File: src/rtl/core/kcl_pkg.sv
`timescale 1ns / 1ps
`default_nettype none

package kcl_pkg;

    localparam int CODE_LENGTH_DEF = 4;

    localparam int REQ_TYPE_W  = 2;
    localparam int DIGIT_W     = 3;
    localparam int SAMPLE_W    = 12;
    localparam int TRIES_W     = 2;
    localparam int CAP_W       = 9;
    localparam int BACKOFF_W   = 10;
    localparam int POSITION_W  = 3;
    localparam int CFG_INDEX_W = 2;
    localparam int CFG_DATA_W  = 12;

    localparam logic [SAMPLE_W-1:0]  THRESHOLD_RESET   = 12'd1020;
    localparam logic [TRIES_W-1:0]   FREE_TRIES_RESET  = 2'd3;
    localparam logic [CAP_W-1:0]     BACKOFF_CAP_RESET = 9'd256;
    localparam logic [TRIES_W-1:0]   TRIES_RESET       = 2'd1;
    localparam logic [BACKOFF_W-1:0] BACKOFF_RESET     = 10'd1;

    localparam logic [DIGIT_W-1:0] KEY_MIN = 3'd1;
    localparam logic [DIGIT_W-1:0] KEY_MAX = 3'd5;

    typedef enum logic [1:0] {
        MODE_IDLE    = 2'd0,
        MODE_ENTER   = 2'd1,
        MODE_VERDICT = 2'd2,
        MODE_SETCODE = 2'd3
    } mode_t;

    typedef enum logic [1:0] {
        REQ_KEY     = 2'd0,
        REQ_REENTER = 2'd1,
        REQ_RESET   = 2'd2,
        REQ_SAMPLE  = 2'd3
    } req_kind_t;

    typedef enum logic [1:0] {
        VERDICT_NONE  = 2'd0,
        VERDICT_OK    = 2'd1,
        VERDICT_WRONG = 2'd2
    } verdict_t;

    typedef enum logic [1:0] {
        MOTOR_NONE    = 2'd0,
        MOTOR_RELEASE = 2'd1,
        MOTOR_ENGAGE  = 2'd2
    } motor_t;

    typedef enum logic [CFG_INDEX_W-1:0] {
        CFG_THRESHOLD   = 2'd0,
        CFG_FREE_TRIES  = 2'd1,
        CFG_BACKOFF_CAP = 2'd2
    } cfg_index_t;

    typedef struct packed {
        logic [SAMPLE_W-1:0] threshold;
        logic [TRIES_W-1:0]  free_tries;
        logic [CAP_W-1:0]    backoff_cap;
    } cfg_t;

    typedef struct packed {
        logic [REQ_TYPE_W-1:0] req_type;
        logic [DIGIT_W-1:0]    key_value;
        logic [SAMPLE_W-1:0]   sensor_sample;
    } req_item_t;

    typedef struct packed {
        logic [1:0]            mode_now;
        logic [POSITION_W-1:0] shown_position;
        logic [DIGIT_W-1:0]    shown_symbol;
        logic [1:0]            verdict;
        logic [BACKOFF_W-1:0]  alarm_flashes;
        logic [1:0]            motor_cmd;
        logic                  bolt_now;
        logic                  code_done;
        logic                  just_activated;
    } res_item_t;

    // default code is 1,2,3,4 repeated over the code length
    function automatic logic [DIGIT_W-1:0] reset_digit(input int pos);
        return DIGIT_W'((pos % 4) + 1);
    endfunction

endpackage

`default_nettype wire

File: src/rtl/core/kcl_if.sv
`timescale 1ns / 1ps
`default_nettype none

interface kcl_req_if;
    logic                                valid;
    logic                                ready;
    logic [kcl_pkg::REQ_TYPE_W-1:0]      req_type;
    logic [kcl_pkg::DIGIT_W-1:0]         key_value;
    logic [kcl_pkg::SAMPLE_W-1:0]        sensor_sample;

    modport source (
        output valid, req_type, key_value, sensor_sample,
        input  ready
    );

    modport sink (
        input  valid, req_type, key_value, sensor_sample,
        output ready
    );
endinterface

interface kcl_res_if;
    logic                                valid;
    logic                                ready;
    logic [1:0]                          mode_now;
    logic [kcl_pkg::POSITION_W-1:0]      shown_position;
    logic [kcl_pkg::DIGIT_W-1:0]         shown_symbol;
    logic [1:0]                          verdict;
    logic [kcl_pkg::BACKOFF_W-1:0]       alarm_flashes;
    logic [1:0]                          motor_cmd;
    logic                                bolt_now;
    logic                                code_done;
    logic                                just_activated;

    modport source (
        output valid, mode_now, shown_position, shown_symbol, verdict, alarm_flashes,
               motor_cmd, bolt_now, code_done, just_activated,
        input  ready
    );

    modport sink (
        input  valid, mode_now, shown_position, shown_symbol, verdict, alarm_flashes,
               motor_cmd, bolt_now, code_done, just_activated,
        output ready
    );
endinterface

`default_nettype wire

File: src/rtl/core/kcl_engine.sv
`timescale 1ns / 1ps
`default_nettype none

module kcl_engine #(
    parameter int CODE_LENGTH = kcl_pkg::CODE_LENGTH_DEF
) (
    input  wire                         clk,
    input  wire                         rst_n,
    input  wire                         step,
    input  kcl_pkg::req_item_t          item,
    input  kcl_pkg::cfg_t               cfg,
    output kcl_pkg::res_item_t          res
);

    localparam int CNT_W = $clog2(CODE_LENGTH + 1);
    localparam int IDX_W = (CODE_LENGTH > 1) ? $clog2(CODE_LENGTH) : 1;
    localparam int POS_W = (CNT_W > kcl_pkg::POSITION_W) ? CNT_W : kcl_pkg::POSITION_W;

    kcl_pkg::mode_t                    mode_reg, mode_next;
    logic [kcl_pkg::DIGIT_W-1:0]       code_reg  [CODE_LENGTH];
    logic [kcl_pkg::DIGIT_W-1:0]       code_next [CODE_LENGTH];
    logic [CNT_W-1:0]                  digit_count_reg, digit_count_next;
    logic [CODE_LENGTH-1:0]            match_flags_reg, match_flags_next;
    logic                              last_ok_reg, last_ok_next;
    logic [kcl_pkg::TRIES_W-1:0]       tries_reg, tries_next;
    logic [kcl_pkg::BACKOFF_W-1:0]     backoff_reg, backoff_next;
    logic                              bolt_reg, bolt_next;

    logic                              key_ok;
    logic                              key_step;
    logic                              last_key;
    logic                              sample_hit;
    logic                              hit;
    logic                              all_ok;
    logic                              code_we;
    logic [IDX_W-1:0]                  idx;
    logic [CNT_W-1:0]                  count_inc;
    logic [POS_W-1:0]                  pos_wide;
    logic [CODE_LENGTH-1:0]            flags_set;

    // ---- decode --------------------------------------------------------
    always_comb
    begin
        key_ok     = item.key_value inside {[kcl_pkg::KEY_MIN:kcl_pkg::KEY_MAX]};
        key_step   = (item.req_type == kcl_pkg::REQ_KEY) && key_ok
                     && (digit_count_reg < CNT_W'(CODE_LENGTH));
        idx        = digit_count_reg[IDX_W-1:0];
        count_inc  = digit_count_reg + CNT_W'(1);
        last_key   = (count_inc == CNT_W'(CODE_LENGTH));
        pos_wide   = POS_W'(digit_count_reg) + POS_W'(1);
        sample_hit = (item.req_type == kcl_pkg::REQ_SAMPLE)
                     && (item.sensor_sample >= cfg.threshold);
        hit        = (code_reg[idx] == item.key_value);
        for (int i = 0; i < CODE_LENGTH; i++)
        begin
            flags_set[i] = match_flags_reg[i] | (hit && (idx == IDX_W'(i)));
        end
        all_ok     = &flags_set;
    end

    // ---- next mode -----------------------------------------------------
    always_comb
    begin
        mode_next = mode_reg;
        case (mode_reg)
            kcl_pkg::MODE_IDLE:
            begin
                if (sample_hit)
                    mode_next = kcl_pkg::MODE_ENTER;
            end
            kcl_pkg::MODE_ENTER:
            begin
                if (key_step && last_key)
                    mode_next = kcl_pkg::MODE_VERDICT;
                else if ((item.req_type == kcl_pkg::REQ_RESET) && bolt_reg)
                    mode_next = kcl_pkg::MODE_IDLE;
            end
            kcl_pkg::MODE_VERDICT:
            begin
                if (item.req_type == kcl_pkg::REQ_REENTER)
                    mode_next = last_ok_reg ? kcl_pkg::MODE_IDLE : kcl_pkg::MODE_ENTER;
                else if (item.req_type == kcl_pkg::REQ_RESET)
                    mode_next = last_ok_reg ? kcl_pkg::MODE_SETCODE : kcl_pkg::MODE_ENTER;
            end
            kcl_pkg::MODE_SETCODE:
            begin
                if (key_step && last_key)
                    mode_next = kcl_pkg::MODE_IDLE;
            end
            default:
            begin
                mode_next = kcl_pkg::MODE_IDLE;
            end
        endcase
    end

    // ---- datapath and result -------------------------------------------
    always_comb
    begin
        digit_count_next = digit_count_reg;
        match_flags_next = match_flags_reg;
        last_ok_next     = last_ok_reg;
        tries_next       = tries_reg;
        backoff_next     = backoff_reg;
        bolt_next        = bolt_reg;
        code_we          = 1'b0;

        res                = '0;

        case (mode_reg)
            kcl_pkg::MODE_IDLE:
            begin
                res.just_activated = sample_hit;
            end
            kcl_pkg::MODE_ENTER:
            begin
                if (key_step)
                begin
                    match_flags_next   = flags_set;
                    res.shown_position = pos_wide[kcl_pkg::POSITION_W-1:0];
                    res.shown_symbol   = item.key_value;
                    digit_count_next   = count_inc;
                    if (last_key)
                    begin
                        last_ok_next = all_ok;
                        if (all_ok)
                        begin
                            res.verdict  = kcl_pkg::VERDICT_OK;
                            tries_next   = kcl_pkg::TRIES_RESET;
                            backoff_next = kcl_pkg::BACKOFF_RESET;
                        end
                        else
                        begin
                            res.verdict       = kcl_pkg::VERDICT_WRONG;
                            res.alarm_flashes = backoff_reg;
                            if (tries_reg < cfg.free_tries)
                                tries_next = tries_reg + kcl_pkg::TRIES_W'(1);
                            else if (backoff_reg <= kcl_pkg::BACKOFF_W'(cfg.backoff_cap))
                                backoff_next = {backoff_reg[kcl_pkg::BACKOFF_W-2:0], 1'b0};
                        end
                    end
                end
                else if (item.req_type == kcl_pkg::REQ_REENTER)
                begin
                    digit_count_next = '0;
                    match_flags_next = '0;
                end
                else if (item.req_type == kcl_pkg::REQ_RESET)
                begin
                    if (bolt_reg)
                    begin
                        res.motor_cmd = kcl_pkg::MOTOR_RELEASE;
                        bolt_next     = 1'b0;
                    end
                    digit_count_next = '0;
                    match_flags_next = '0;
                end
            end
            kcl_pkg::MODE_VERDICT:
            begin
                if (item.req_type == kcl_pkg::REQ_REENTER)
                begin
                    if (last_ok_reg && !bolt_reg)
                    begin
                        res.motor_cmd = kcl_pkg::MOTOR_ENGAGE;
                        bolt_next     = 1'b1;
                    end
                    digit_count_next = '0;
                    match_flags_next = '0;
                end
                else if (item.req_type == kcl_pkg::REQ_RESET)
                begin
                    // a code change keeps the match flags; the change itself clears them
                    digit_count_next = '0;
                    if (!last_ok_reg)
                        match_flags_next = '0;
                end
            end
            kcl_pkg::MODE_SETCODE:
            begin
                if (key_step)
                begin
                    code_we            = 1'b1;
                    res.shown_position = pos_wide[kcl_pkg::POSITION_W-1:0];
                    res.shown_symbol   = item.key_value;
                    digit_count_next   = count_inc;
                    if (last_key)
                    begin
                        res.code_done    = 1'b1;
                        digit_count_next = '0;
                        match_flags_next = '0;
                    end
                end
                else if ((item.req_type == kcl_pkg::REQ_REENTER)
                         || ((item.req_type == kcl_pkg::REQ_KEY) && key_ok))
                begin
                    digit_count_next = '0;
                    match_flags_next = '0;
                end
            end
            default:
            begin
                digit_count_next = '0;
            end
        endcase

        // position wraps in the 3-bit display field; no symbol without a position
        if (res.shown_position == '0)
            res.shown_symbol = '0;

        res.mode_now = mode_next;
        res.bolt_now = bolt_next;

        for (int i = 0; i < CODE_LENGTH; i++)
        begin
            code_next[i] = (code_we && (idx == IDX_W'(i))) ? item.key_value : code_reg[i];
        end
    end

    // ---- state ---------------------------------------------------------
    always_ff @(posedge clk or negedge rst_n)
    begin
        if (!rst_n)
        begin
            mode_reg        <= kcl_pkg::MODE_IDLE;
            digit_count_reg <= '0;
            match_flags_reg <= '0;
            last_ok_reg     <= 1'b0;
            tries_reg       <= kcl_pkg::TRIES_RESET;
            backoff_reg     <= kcl_pkg::BACKOFF_RESET;
            bolt_reg        <= 1'b1;
            for (int i = 0; i < CODE_LENGTH; i++)
            begin
                code_reg[i] <= kcl_pkg::reset_digit(i);
            end
        end
        else if (step)
        begin
            mode_reg        <= mode_next;
            digit_count_reg <= digit_count_next;
            match_flags_reg <= match_flags_next;
            last_ok_reg     <= last_ok_next;
            tries_reg       <= tries_next;
            backoff_reg     <= backoff_next;
            bolt_reg        <= bolt_next;
            for (int i = 0; i < CODE_LENGTH; i++)
            begin
                code_reg[i] <= code_next[i];
            end
        end
    end

    // ---- assertions ----------------------------------------------------
    a_count_range: assert property (@(posedge clk) disable iff (!rst_n)
        digit_count_reg <= CNT_W'(CODE_LENGTH))
        else $error("digit count beyond code length");

    a_idle_clear: assert property (@(posedge clk) disable iff (!rst_n)
        (mode_reg == kcl_pkg::MODE_IDLE) |-> (digit_count_reg == '0) && (match_flags_reg == '0))
        else $error("entry not cleared while awaiting activation");

    a_backoff_pow2: assert property (@(posedge clk) disable iff (!rst_n)
        $onehot(backoff_reg))
        else $error("backoff is not a power of two");

    a_verdict_mode: assert property (@(posedge clk) disable iff (!rst_n)
        (step && (res.verdict != kcl_pkg::VERDICT_NONE)) |=> (mode_reg == kcl_pkg::MODE_VERDICT))
        else $error("verdict given without entering verdict mode");

endmodule

`default_nettype wire

File: src/rtl/core/keypad_code_lock_controller.sv
`timescale 1ns / 1ps
`default_nettype none

// Keypad code lock. Requests (key press, re-enter, reset/change, sensor sample) arrive on
// the request channel, and every accepted item gives exactly one result item. An item passes
// an input register and then the lock logic, which updates the lock state and loads the
// result register together, and a result is offered from the edge that loads it. The lock logic
// waits while an untaken result is held, and a new item is taken every cycle as long as the
// result register is emptied. The three registers (activation threshold, free tries, backoff
// cap) are written through the cfg port; the user must write them only while no item is in
// flight, which the block does not enforce. Writes to unused indexes are dropped.
module keypad_code_lock_controller #(
    parameter int CODE_LENGTH = kcl_pkg::CODE_LENGTH_DEF
) (
    input  wire                                 clk,
    input  wire                                 rst_n,
    kcl_req_if.sink                             request,
    kcl_res_if.source                           result,
    input  wire                                 cfg_wr_en,
    input  wire [kcl_pkg::CFG_INDEX_W-1:0]      cfg_index,
    input  wire [kcl_pkg::CFG_DATA_W-1:0]       cfg_data
);

    kcl_pkg::cfg_t         cfg_reg, cfg_next;
    kcl_pkg::req_item_t    req_reg;
    kcl_pkg::res_item_t    res_reg;
    kcl_pkg::res_item_t    step_res;
    logic                  in_full_reg, in_full_next;
    logic                  out_full_reg, out_full_next;
    logic                  advance;
    logic                  take;

    // ---- configuration -------------------------------------------------
    always_comb
    begin
        cfg_next = cfg_reg;
        if (cfg_wr_en)
        begin
            case (cfg_index)
                kcl_pkg::CFG_THRESHOLD:
                    cfg_next.threshold   = cfg_data[kcl_pkg::SAMPLE_W-1:0];
                kcl_pkg::CFG_FREE_TRIES:
                    cfg_next.free_tries  = cfg_data[kcl_pkg::TRIES_W-1:0];
                kcl_pkg::CFG_BACKOFF_CAP:
                    cfg_next.backoff_cap = cfg_data[kcl_pkg::CAP_W-1:0];
                default:
                    cfg_next = cfg_reg;
            endcase
        end
    end

    always_ff @(posedge clk or negedge rst_n)
    begin
        if (!rst_n)
        begin
            cfg_reg.threshold   <= kcl_pkg::THRESHOLD_RESET;
            cfg_reg.free_tries  <= kcl_pkg::FREE_TRIES_RESET;
            cfg_reg.backoff_cap <= kcl_pkg::BACKOFF_CAP_RESET;
        end
        else
        begin
            cfg_reg <= cfg_next;
        end
    end

    // ---- handshake -----------------------------------------------------
    // the lock logic steps when an item waits and the result register is free or draining
    always_comb
    begin
        advance       = in_full_reg && (!out_full_reg || result.ready);
        request.ready = !in_full_reg || advance;
        take          = request.valid && request.ready;

        in_full_next = in_full_reg;
        if (take)
            in_full_next = 1'b1;
        else if (advance)
            in_full_next = 1'b0;

        out_full_next = out_full_reg;
        if (advance)
            out_full_next = 1'b1;
        else if (result.ready)
            out_full_next = 1'b0;
    end

    always_ff @(posedge clk or negedge rst_n)
    begin
        if (!rst_n)
        begin
            in_full_reg  <= 1'b0;
            out_full_reg <= 1'b0;
        end
        else
        begin
            in_full_reg  <= in_full_next;
            out_full_reg <= out_full_next;
        end
    end

    always_ff @(posedge clk)
    begin
        if (take)
        begin
            req_reg.req_type      <= request.req_type;
            req_reg.key_value     <= request.key_value;
            req_reg.sensor_sample <= request.sensor_sample;
        end
        if (advance)
            res_reg <= step_res;
    end

    kcl_engine #(
        .CODE_LENGTH (CODE_LENGTH)
    ) u_engine (
        .clk   (clk),
        .rst_n (rst_n),
        .step  (advance),
        .item  (req_reg),
        .cfg   (cfg_reg),
        .res   (step_res)
    );

    always_comb
    begin
        result.valid          = out_full_reg;
        result.mode_now       = res_reg.mode_now;
        result.shown_position = res_reg.shown_position;
        result.shown_symbol   = res_reg.shown_symbol;
        result.verdict        = res_reg.verdict;
        result.alarm_flashes  = res_reg.alarm_flashes;
        result.motor_cmd      = res_reg.motor_cmd;
        result.bolt_now       = res_reg.bolt_now;
        result.code_done      = res_reg.code_done;
        result.just_activated = res_reg.just_activated;
    end

endmodule

`default_nettype wire
File: src/flat_wrapper.sv
// flat-port wrapper written by rule: the top's interface ports become plain ports
module keypad_code_lock_controller_flat 
#(
    parameter int CODE_LENGTH = kcl_pkg::CODE_LENGTH_DEF
)
  (clk, rst_n, cfg_wr_en, cfg_index, cfg_data, request_valid, request_req_type, request_key_value, request_sensor_sample, request_ready, result_valid, result_mode_now, result_shown_position, result_shown_symbol, result_verdict, result_alarm_flashes, result_motor_cmd, result_bolt_now, result_code_done, result_just_activated, result_ready);
  kcl_req_if request_i ();
  kcl_res_if result_i ();
  input  wire clk;
  input  wire rst_n;
  input  wire cfg_wr_en;
  input  wire [kcl_pkg::CFG_INDEX_W-1:0] cfg_index;
  input  wire [kcl_pkg::CFG_DATA_W-1:0] cfg_data;
  input wire logic [$bits(request_i.valid)-1:0] request_valid;
  input wire logic [$bits(request_i.req_type)-1:0] request_req_type;
  input wire logic [$bits(request_i.key_value)-1:0] request_key_value;
  input wire logic [$bits(request_i.sensor_sample)-1:0] request_sensor_sample;
  output wire logic [$bits(request_i.ready)-1:0] request_ready;
  output wire logic [$bits(result_i.valid)-1:0] result_valid;
  output wire logic [$bits(result_i.mode_now)-1:0] result_mode_now;
  output wire logic [$bits(result_i.shown_position)-1:0] result_shown_position;
  output wire logic [$bits(result_i.shown_symbol)-1:0] result_shown_symbol;
  output wire logic [$bits(result_i.verdict)-1:0] result_verdict;
  output wire logic [$bits(result_i.alarm_flashes)-1:0] result_alarm_flashes;
  output wire logic [$bits(result_i.motor_cmd)-1:0] result_motor_cmd;
  output wire logic [$bits(result_i.bolt_now)-1:0] result_bolt_now;
  output wire logic [$bits(result_i.code_done)-1:0] result_code_done;
  output wire logic [$bits(result_i.just_activated)-1:0] result_just_activated;
  input wire logic [$bits(result_i.ready)-1:0] result_ready;
  assign request_i.valid = request_valid;
  assign request_i.req_type = request_req_type;
  assign request_i.key_value = request_key_value;
  assign request_i.sensor_sample = request_sensor_sample;
  assign request_ready = request_i.ready;
  assign result_valid = result_i.valid;
  assign result_mode_now = result_i.mode_now;
  assign result_shown_position = result_i.shown_position;
  assign result_shown_symbol = result_i.shown_symbol;
  assign result_verdict = result_i.verdict;
  assign result_alarm_flashes = result_i.alarm_flashes;
  assign result_motor_cmd = result_i.motor_cmd;
  assign result_bolt_now = result_i.bolt_now;
  assign result_code_done = result_i.code_done;
  assign result_just_activated = result_i.just_activated;
  assign result_i.ready = result_ready;
  keypad_code_lock_controller #(.CODE_LENGTH(CODE_LENGTH)) u_core (.clk(clk), .rst_n(rst_n), .request(request_i), .result(result_i), .cfg_wr_en(cfg_wr_en), .cfg_index(cfg_index), .cfg_data(cfg_data));
endmodule
File: config.mk
export PLATFORM = sky130hd
export DESIGN_NAME = keypad_code_lock_controller_flat
export DESIGN_NICKNAME = d
export VERILOG_FILES = /design/src/rtl/core/kcl_pkg.sv /design/src/rtl/core/kcl_if.sv /design/src/rtl/core/kcl_engine.sv /design/src/rtl/core/keypad_code_lock_controller.sv /design/src/flat_wrapper.sv
export SDC_FILE = /design/constraint.sdc
export NUM_CORES = 1
export LEC_CHECK = 0
export ABC_CLOCK_PERIOD_IN_PS = 4000
export BUFFER_PORTS_ARGS = -buffer_cell sky130_fd_sc_hd__buf_4
export CAP_MARGIN = 20
export CORE_MARGIN = 2
export CORE_UTILIZATION = 60
export DETAILED_ROUTE_END_ITERATION = 8
export PLACE_DENSITY = 0.85
export SYNTH_ARGS = -nofsm -noshare
export SYNTH_HDL_FRONTEND = slang
export SYNTH_SLANG_ARGS = --single-unit
File: constraint.sdc
create_clock -name clk -period 4 [get_ports clk]
set_input_delay 0.8 -clock clk [delete_from_list [all_inputs] [get_ports clk]]
set_output_delay 0.8 -clock clk [all_outputs]
set_load 0.02 [all_outputs]
Yosys cells after proc, flatten, opt, wreduce, memory -nomap -nowiden --
Index checks and enable logic that the tools add are counted.
Word-level totals: output and inout bits 27, register bits 102, input bits 36
Operators by class: bitwise gates (word level) 8, reduce and logical (&&, ||, !) cells 49, add/subtract/negate cells 2, muxes and demuxes 60, equal/unequal tests 19, magnitude comparators 7
Operators by type and width (count):
- two-way mux 10 bit | 4
- two-way mux 4 bit | 9
- two-way mux 2 bit | 12
- two-way mux 3 bit | 8
- two-way mux 18 bit | 1
- logical AND 1 bit | 17
- two-way mux 1 bit | 17
- AND reduction 2 bit | 8
- == test 2 bit, second input constant | 7
- greater-or-equal comparator 12 bit | 1
- two-way mux 12 bit | 1
- inequality test 3 bit, second input constant | 4
- one-hot mux 4 bit (3 select lines) | 1
- one-hot mux 6 bit (2 select lines) | 1
- less-or-equal comparator 10 x 9 -> 1 bit | 1
- one-hot mux 3 bit (3 select lines) | 1
- == test 2 x 1 -> 1 bit, second input constant | 4
- zero test 2 bit | 4
- one-hot mux 2 bit (4 select lines) | 1
- AND reduction 4 bit | 2
- nonzero test 2 bit | 4
- AND reduction 7 bit | 1
- binary-select mux 3 bit (select 2 bit) | 1
- two-way mux 6 bit | 1
- 24 further kinds | 34

Longest topological paths before layout --
Gate-level depths: netlist of the first run.
word-level depth 13, mapped depth 11, gate-level depth less buffers 10

Hierarchy --
A second synthesis of the first run with hierarchy kept.
Unflattened totals: cells, all modules 408, area, all modules 5054.8 µm²
Modules (own cells, without submodules):
- kcl_engine | seq. area each 885.8 µm², area each 2807.7 µm², cells each 308, times used 1
- keypad_code_lock_controller | seq. area each 1900.6 µm², area each 2247.2 µm², cells each 100, times used 1

Worst setup path after synthesis of the first run --
Ideal clock, no wire load.
path type input-to-reg, from input result_ready, to register u_core.u_engine.tries_reg[1] (netlist name), path slack 1.177 ns, data arrival time 2.740 ns, required time 3.917 ns, path buffers 0, cell stages on the path 6, cell sequence nand2b_1 nand2_1 inv_1 nand4_1 or4b_2 o21ai_0
On the way: longest elaborated chain between the ends 3
Ends and longest elaborated chain:
- from (decl) | line flat_wrapper.sv:29 | input wire logic [$bits(result_i.ready)-1:0] result_ready;
- logical OR 1 bit | line keypad_code_lock_controller.sv:70 | advance = in_full_reg && (!out_full_reg || result.ready);
- logical AND 1 bit | line keypad_code_lock_controller.sv:70
- net u_core.advance | line keypad_code_lock_controller.sv:30 | logic advance;
- AND reduction 5 bit (no line)
- to (signal assigned) | line kcl_engine.sv:229 | tries_reg <= kcl_pkg::TRIES_RESET;
- to (signal assigned) | line kcl_engine.sv:243 | tries_reg <= tries_next;
- to (decl) | line kcl_engine.sv:25 | logic [kcl_pkg::TRIES_W-1:0] tries_reg, tries_next;
The timed path passes the listed nets, and every way through them passes these cells. A chain may end at the register's enable or synchronous reset.

Final worst setup path of the first run --
from register u_core.u_engine.digit_count_reg[0], to register u_core.u_engine.backoff_reg[7] (netlist name)
On the way: longest elaborated chain between the ends 10, elaborated cells between the ends (all ways) 26
Ends and longest elaborated chain:
- from (decl) | line kcl_engine.sv:22 | logic [CNT_W-1:0] digit_count_reg, digit_count_next;
- from (signal assigned) | line kcl_engine.sv:240 | digit_count_reg <= digit_count_next;
- NOT 2 -> 3 bit (not written as such) | line kcl_engine.sv:53 | hit = (code_reg[idx] == item.key_value);
- binary-select mux 3 bit (select 2 bit) | line kcl_engine.sv:53
- two-way mux 3 bit (not written as such) (2 in a row) | line kcl_engine.sv:53
- == test 3 bit | line kcl_engine.sv:53
- logical AND 1 bit | line kcl_engine.sv:56 | flags_set[i] = match_flags_reg[i] | (hit && (idx == IDX_W'(i)));
- OR 1 bit | line kcl_engine.sv:56
- AND reduction 4 bit | line kcl_engine.sv:58 | all_ok = &flags_set;
- inequality test 2 bit (no line) or nonzero test 2 bit (tied branches)
- AND reduction 6 bit (no line)
- to (signal assigned) | line kcl_engine.sv:230 | backoff_reg <= kcl_pkg::BACKOFF_RESET;
- to (signal assigned) | line kcl_engine.sv:244 | backoff_reg <= backoff_next;
- to (decl) | line kcl_engine.sv:26 | logic [kcl_pkg::BACKOFF_W-1:0] backoff_reg, backoff_next;
Several ways; a longest one is shown, not always the timed one. The select of a mux whose other input is x is not followed.

==> results of run 1 <==
-- through the flow --
step | cells | utilization | instance area, sq um | setup WS [ps]
finish | 590 | 0.703 | 5710 | 882
global route | 590 | 0.703 | 5710 | 736
detailed placement | 574 | 0.676 | 5500 | 942
floorplan | 420 | - | 4960 | 1180
CTS | 590 | 0.703 | 5710 | 897
global placement | 574 | 0.676 | 5500 | 1020
-- Yosys cell counts (4+ instances only) --
| cell type | number | area (sq um) |
|---|---|---|
| nand3b_1 | 4 | 30.0 |
| and2_1 | 7 | 43.8 |
| o21ai_0 | 20 | 100 |
| ha_1 | 37 | 463 |
| a31oi_1 | 8 | 50.1 |
| and3_1 | 11 | 68.8 |
| clkbuf_1 | 10 | 37.5 |
| a21o_1 | 7 | 52.6 |
| edfxtp_1 | 42 | 1260 |
| mux2i_1 | 4 | 40.0 |
| nand3_1 | 4 | 20.0 |
| a21oi_1 | 23 | 115 |
| a22o_1 | 8 | 70.1 |
| nor3_1 | 4 | 20.0 |
| nand2_1 | 34 | 128 |
| mux2_2 | 25 | 282 |
| dfrtp_1 | 41 | 1030 |
| nor2_1 | 23 | 86.3 |
| dfstp_2 | 19 | 499 |
| nand2b_1 | 4 | 25.0 |
| inv_1 | 41 | 154 |
-- power breakdown --
| group | switching [mW] | internal (mW) |
|---|---|---|
| registers | 0.0569 | 1.20 |
| logic | 0.254 | 0.189 |
| clock network | 0.370 | 0.304 |
-- kinds of logic after synthesis --
family	count (synthesis)	share of synthesized area
xor gates and xnor gates	5	0.0103
muxes	30	0.0693
AOI/OAI and AO/OA	87	0.116
DFF	102	0.561
and+or+nand+nor	103	0.102
buffers and inverters	56	0.0471
adders and majority gates	37	0.0933
-- metal layers --
layer  vias to the layer above  global-route usage  wire [um]
li1                       1611                   -          -
met1                      1608               0.285       3840
met4                         0              0.0870        170
met2                       110               0.361       4510
met3                        19              0.0335        389
met5                         -                   0          0
-- cell type report --
type | instances | area [sq um] | share of cell area
timing repair buffer | 64 | 480 | 0.0841
clock buffer | 9 | 124 | 0.0217
tap | 105 | 131 | 0.0230
inverter | 41 | 154 | 0.0269
sequential | 102 | 2790 | 0.488
clock inverter | 7 | 90.1 | 0.0158
multi-input combinational | 262 | 1950 | 0.341
-- worst max-delay path by stage --
stage                                     endpoint  slack, ps  cells after the start
floorplan             u_core.u_engine.tries_reg[1]       1180                      6
global placement    u_core.u_engine.backoff_reg[8]       1020                      6
detailed placement  u_core.u_engine.backoff_reg[7]        940                      6
CTS                 u_core.u_engine.backoff_reg[7]        900                      6
global route        u_core.u_engine.backoff_reg[3]        740                      6
finish              u_core.u_engine.backoff_reg[7]        880                      6
==> run metrics, run 1 <==
final hold vios=0; CTS root buffer=clkbuf_8; Setup crit start=u_core.u_engine.digit_count_reg[0]; Hold Path Class=primary input to async pin; status=finished, final reports clean; FF-to-FF path depth=6; # rows=33; WL final=8.92 mm; initial antenna violation count=0; worst skew pair latency=370 ps; commonest register cell after synthesis=edfxtp_1; Clock Sinks=102; Final Max Tran Viols=0; Critical Path Source Type=flip-flop; H-Tree Depth=3; Setup TNS=0 ps; PortBufs=62; Mapped Nets=493; synthesized area=4960 sq um; ant diodes=0; clk slew on worst S/H paths=110 ps; Core Footprint=8130 sq um; post-cts hold buffer count=0; asr flop ratio synth=0.588; total number of vias=3348; Avg Cell Area, Syn=11.8 sq um; distinct cell type count after synthesis=50; Worst slew margin=0.467; number of synthesized flops with an enable pin=42; DP HPWL=6.59 mm; WL/cell=15.1 um; Max VDD drop=0.000241 V; gpl congestion=0.850; CP Data Arrival Time=3380 ps; crit-path leading delay family=simple AND/OR/NAND/NOR gates; Critical Path Max Stage Delay=800 ps; DR vias/cell=5.67; Seq cells post-synth=102; ANT nets after route=0; CP Buf/Inv Count=0; fill count=551; final setup violation count=0; Min Clock Period, post-route=3120 ps; Syn-to-layout area delta=15.1%; post-CTS setup buffer count=0; cts bufs inserted=9; layout net count=553; fmax=321 MHz; DIE AREA=9020 sq um; grt total ovfl=0; share of cells above drive strength 1=0.278; CTS tree=yes; worst-margin pin slew=800 ps; worst reg2reg startpoint=u_core.u_engine.digit_count_reg[0]; slowest CP cell=or4_1; DRC=0; Die H=95.0 um; WS Path Type=flip-flop to flip-flop; largest net degree at the start of global routing=61; commonest non-fill, non-tap cell in the layout=buf_4; pwr dens=416 nW/um^2; I/O pin count=63; Clock Skew=14.2 ps; Power Total=2.38 mW; initial drt markers=186; Max Cap Viol=0; post-synthesis sequential area ratio=0.561; most frequent cells in the layout=buf_4, edfxtp_1, inv_1, dfrtp_1, ha_1; Req. time, crit path=4260 ps; Post-CTS Resized=0; reg2reg end=u_core.u_engine.backoff_reg[7]; final hold slack=476 ps; first-pass GRT wire length=15.1 mm; starting density of the core=0.610; kind of end point of the critical path=flip-flop; Final Cycle Share=0.779; Post-Syn Instances=420; drt first pass iters=6; DIE WIDTH=95.0 um; RSZ-0062 raised after global routing=no; clock tree buffer depth=2; maximum net fanout on the critical path=19; synth warn=0; vias in the first global route=3288; Cell Chain, Critical Path=mux4_2 -> xnor2_2 -> a31oi_1 -> or4_1 -> a21o_4 -> a22o_1; slack of the worst reg-to-reg path=880 ps; Total GRT Usage=0.216; max FFs per register=23; Lkg Pwr=2.61 nW
Note: power is estimated with default switching activity, not from simulation.
==> run 2: changes to the inputs <==
Settings changed: ABC_AREA set to 1, ABC_CLOCK_PERIOD_IN_PS 4000 to 2500, CORE_UTILIZATION 60 to 52, PLACE_DENSITY 0.85 to 0.79.
Clock period 4 ns to 2.5 ns, I/O delays scaled along.
==> run 2 against run 1 <==
  * Area after synthesis rose by 2.0%
  * Final cell count grew 26%
  * Sequential share of layout area decreased by 1.3 points
  * Largest power group unchanged
  * Global-route usage shrank 2.0 points
==> run metrics, run 2 <==
status=finished, final reports clean; final setup violation count=0 (unchanged); DR vias/cell=5.18 (-8.7%); Post-Syn Instances=536 (+28%); drt first pass iters=5 (-1); Req. time, crit path=2620 ps (-1640 ps); CP Data Arrival Time=2360 ps (-1020 ps); ANT nets after route=0 (unchanged); maximum net fanout on the critical path=13 (-6); Hold Path Class=primary input to async pin; post-synth top area cell=edfxtp_1; PortBufs=62 (unchanged); Mapped Nets=609 (+24%); gpl congestion=0.959 (+13%); Critical Path Max Stage Delay=520 ps (-280 ps); pwr dens=774 nW/um^2 (+86%); asr flop ratio synth=0.588 (unchanged); Lkg Pwr=2.78 nW (+6.5%); DP HPWL=7.07 mm (+7.3%); slack of the worst reg-to-reg path=270 ps (-620 ps); fmax=448 MHz (+40%); WL final=9.51 mm (+6.6%); ant diodes=0 (unchanged); synth warn=0 (unchanged); total number of vias=3837 (+15%); Avg Cell Area, Syn=9.45 sq um (-20%); worst-margin pin slew=745 ps (-54.7 ps); most frequent CP cell=nand2_1; CP Buf/Inv Count=2 (+2); worst skew pair latency=370 ps (about the same); max FFs per register=23 (unchanged); Clock Skew=13.0 ps (-1.21 ps); Seq cells post-synth=102 (unchanged); initial drt markers=299 (+61%); H-Tree Depth=3 (unchanged); I/O pin count=63 (unchanged); Min Clock Period, post-route=2230 ps (-883 ps); layout net count=676 (+22%); Yosys top cell area share=0.249 (-0.00502); Syn-to-layout area delta=16.0%; first-pass GRT wire length=16.3 mm (+8.2%); commonest non-fill, non-tap cell in the layout=nand2_1; post-synthesis sequential area ratio=0.550 (-0.0111); initial antenna violation count=0 (unchanged); Clock Sinks=102 (unchanged); commonest register cell after synthesis=edfxtp_1; Final Cycle Share=0.894 (+0.114); # rows=36 (+9.1%); top-count cell post-synth=nand2_1; vias in the first global route=3594 (+9.3%); post-cts hold buffer count=0 (unchanged); post-CTS setup buffer count=0 (unchanged); CTS root buffer=clkbuf_8; cts bufs inserted=9 (unchanged); Post-CTS Resized=0 (unchanged); Max Cap Viol=0 (unchanged); CTS tree=yes; clock tree buffer depth=2 (unchanged); WL/cell=12.8 um (-15%); Max VDD drop=0.000367 V (+52%); number of synthesized flops with an enable pin=42 (unchanged); WS Path Type=flip-flop to flip-flop; grt total ovfl=0 (unchanged); DRC=0 (unchanged); largest net degree at the start of global routing=61 (unchanged); most frequent cells in the layout=nand2_1, inv_1, buf_4, nand3_1, o21ai_0; DIE AREA=10500 sq um (+17%); DIE WIDTH=103 um (+8.1%); Critical Path Source Type=flip-flop; Worst slew margin=0.503 (+0.0365); reg2reg end=u_core.result.alarm_flashes[0]; Die H=103 um (+8.1%); Final Max Tran Viols=0 (unchanged); starting density of the core=0.528 (-0.0824); top post-synthesis cells by area=edfxtp_1, dfrtp_1, dfstp_2; synth cell count leaders=nand2_1, inv_1, nand3_1, o21ai_0, edfxtp_1; crit-path leading delay family=simple AND/OR/NAND/NOR gates; slowest CP cell=dfrtp_1; Core Footprint=9590 sq um (+18%); share of cells above drive strength 1=0.204 (-0.0744); final hold vios=0 (unchanged); Total GRT Usage=0.197 (-0.0197); non-filler cells, final=741 (+26%); kind of end point of the critical path=flip-flop; clk slew on worst S/H paths=100 ps (about the same); synthesized area=5060 sq um (+2.0%); Setup TNS=0 ps (unchanged); cell count after placement=725 (+26%); Cell Chain, Critical Path=inv_2 -> nand2_1 -> nand3_1 -> nand2_1 -> nand2_1 -> nand2_2 -> nand4_1 -> nand2_1 -> nand2_1 -> inv_2 -> nand2_2 -> nand2_2 -> nor2_1; RSZ-0062 raised after global routing=no; worst reg2reg startpoint=u_core.u_engine.digit_count_reg[0]; FF-to-FF path depth=13 (+7); distinct cell type count after synthesis=31 (-38%)
-- run 2: cell types whose count changed after synthesis, moves of 9 or more --
| cell | change |
|---|---|
| mux2_2 | -25 |
| and3_1 | -10 |
| nor2_2 | +9 |
| nand2_1 | +87 |
| nand3_1 | +43 |
| inv_1 | +42 |
| o21ai_0 | +25 |
-- run 2: layer usage --
metal	vias to the layer above	wire (um)	GRT usage
met1	1769	4290	0.275
li1	1888	-	-
met5	-	0	0
met4	0	222	0.0800
met2	151	4460	0.313
met3	29	536	0.0278
-- run 2: power breakdown --
part	total, mW	leakage [nW]	internal [mW]	switching, mW
sequential	2.17	1.15	2.03	0.146
clock	1.13	0.110	0.537	0.588
combinational	1.25	1.52	0.446	0.799
total	4.54	2.78	3.01	1.53
-- run 2: logic make-up after synthesis --
logic type,synth area share
compound gates,0.0806
xor+xnor,0.00173
fa+ha+maj,0.0914
buf+inv,0.0771
flops,0.550
simple gates,0.199
-- run 2: cell type report --
class                      count  area (sq um)
clock buffer                  10           149
inverter                      88           330
fill                         798          3720
sequential                   102          2790
timing repair buffer          64           480
multi-input combinational    338          1890
tap                          133           166
clock inverter                 6          75.1
-- run 2: metrics by stage --
stage / util / setup slack, ps / hold WS [ps] / power, mW / cell area, sq um
final: 0.612 / 265 / 192 / 4.54 / 5870
after global routing: 0.612 / 2.98 / 245 / 4.84 / 5870
after CTS: 0.612 / 273 / 218 / 4.55 / 5870
after detailed placement: 0.589 / 282 / 466 / 3.43 / 5650
after global placement: 0.589 / 457 / 464 / 3.36 / 5650
after floorplan: - / 211 / 204 / 3.03 / 5060
-- run 2: worst max-delay path by stage --
stage                                     endpoint                                from  cells past startpoint
finish              u_core.result.alarm_flashes[0]  u_core.u_engine.digit_count_reg[0]                     13
global route        u_core.result.alarm_flashes[0]  u_core.u_engine.digit_count_reg[0]                     13
CTS                 u_core.result.alarm_flashes[0]  u_core.u_engine.digit_count_reg[0]                     13
detailed placement  u_core.result.alarm_flashes[0]  u_core.u_engine.digit_count_reg[0]                     13
global placement    u_core.result.alarm_flashes[0]  u_core.u_engine.digit_count_reg[0]                     14
floorplan             u_core.u_engine.code_reg[10]                        result_ready                      8
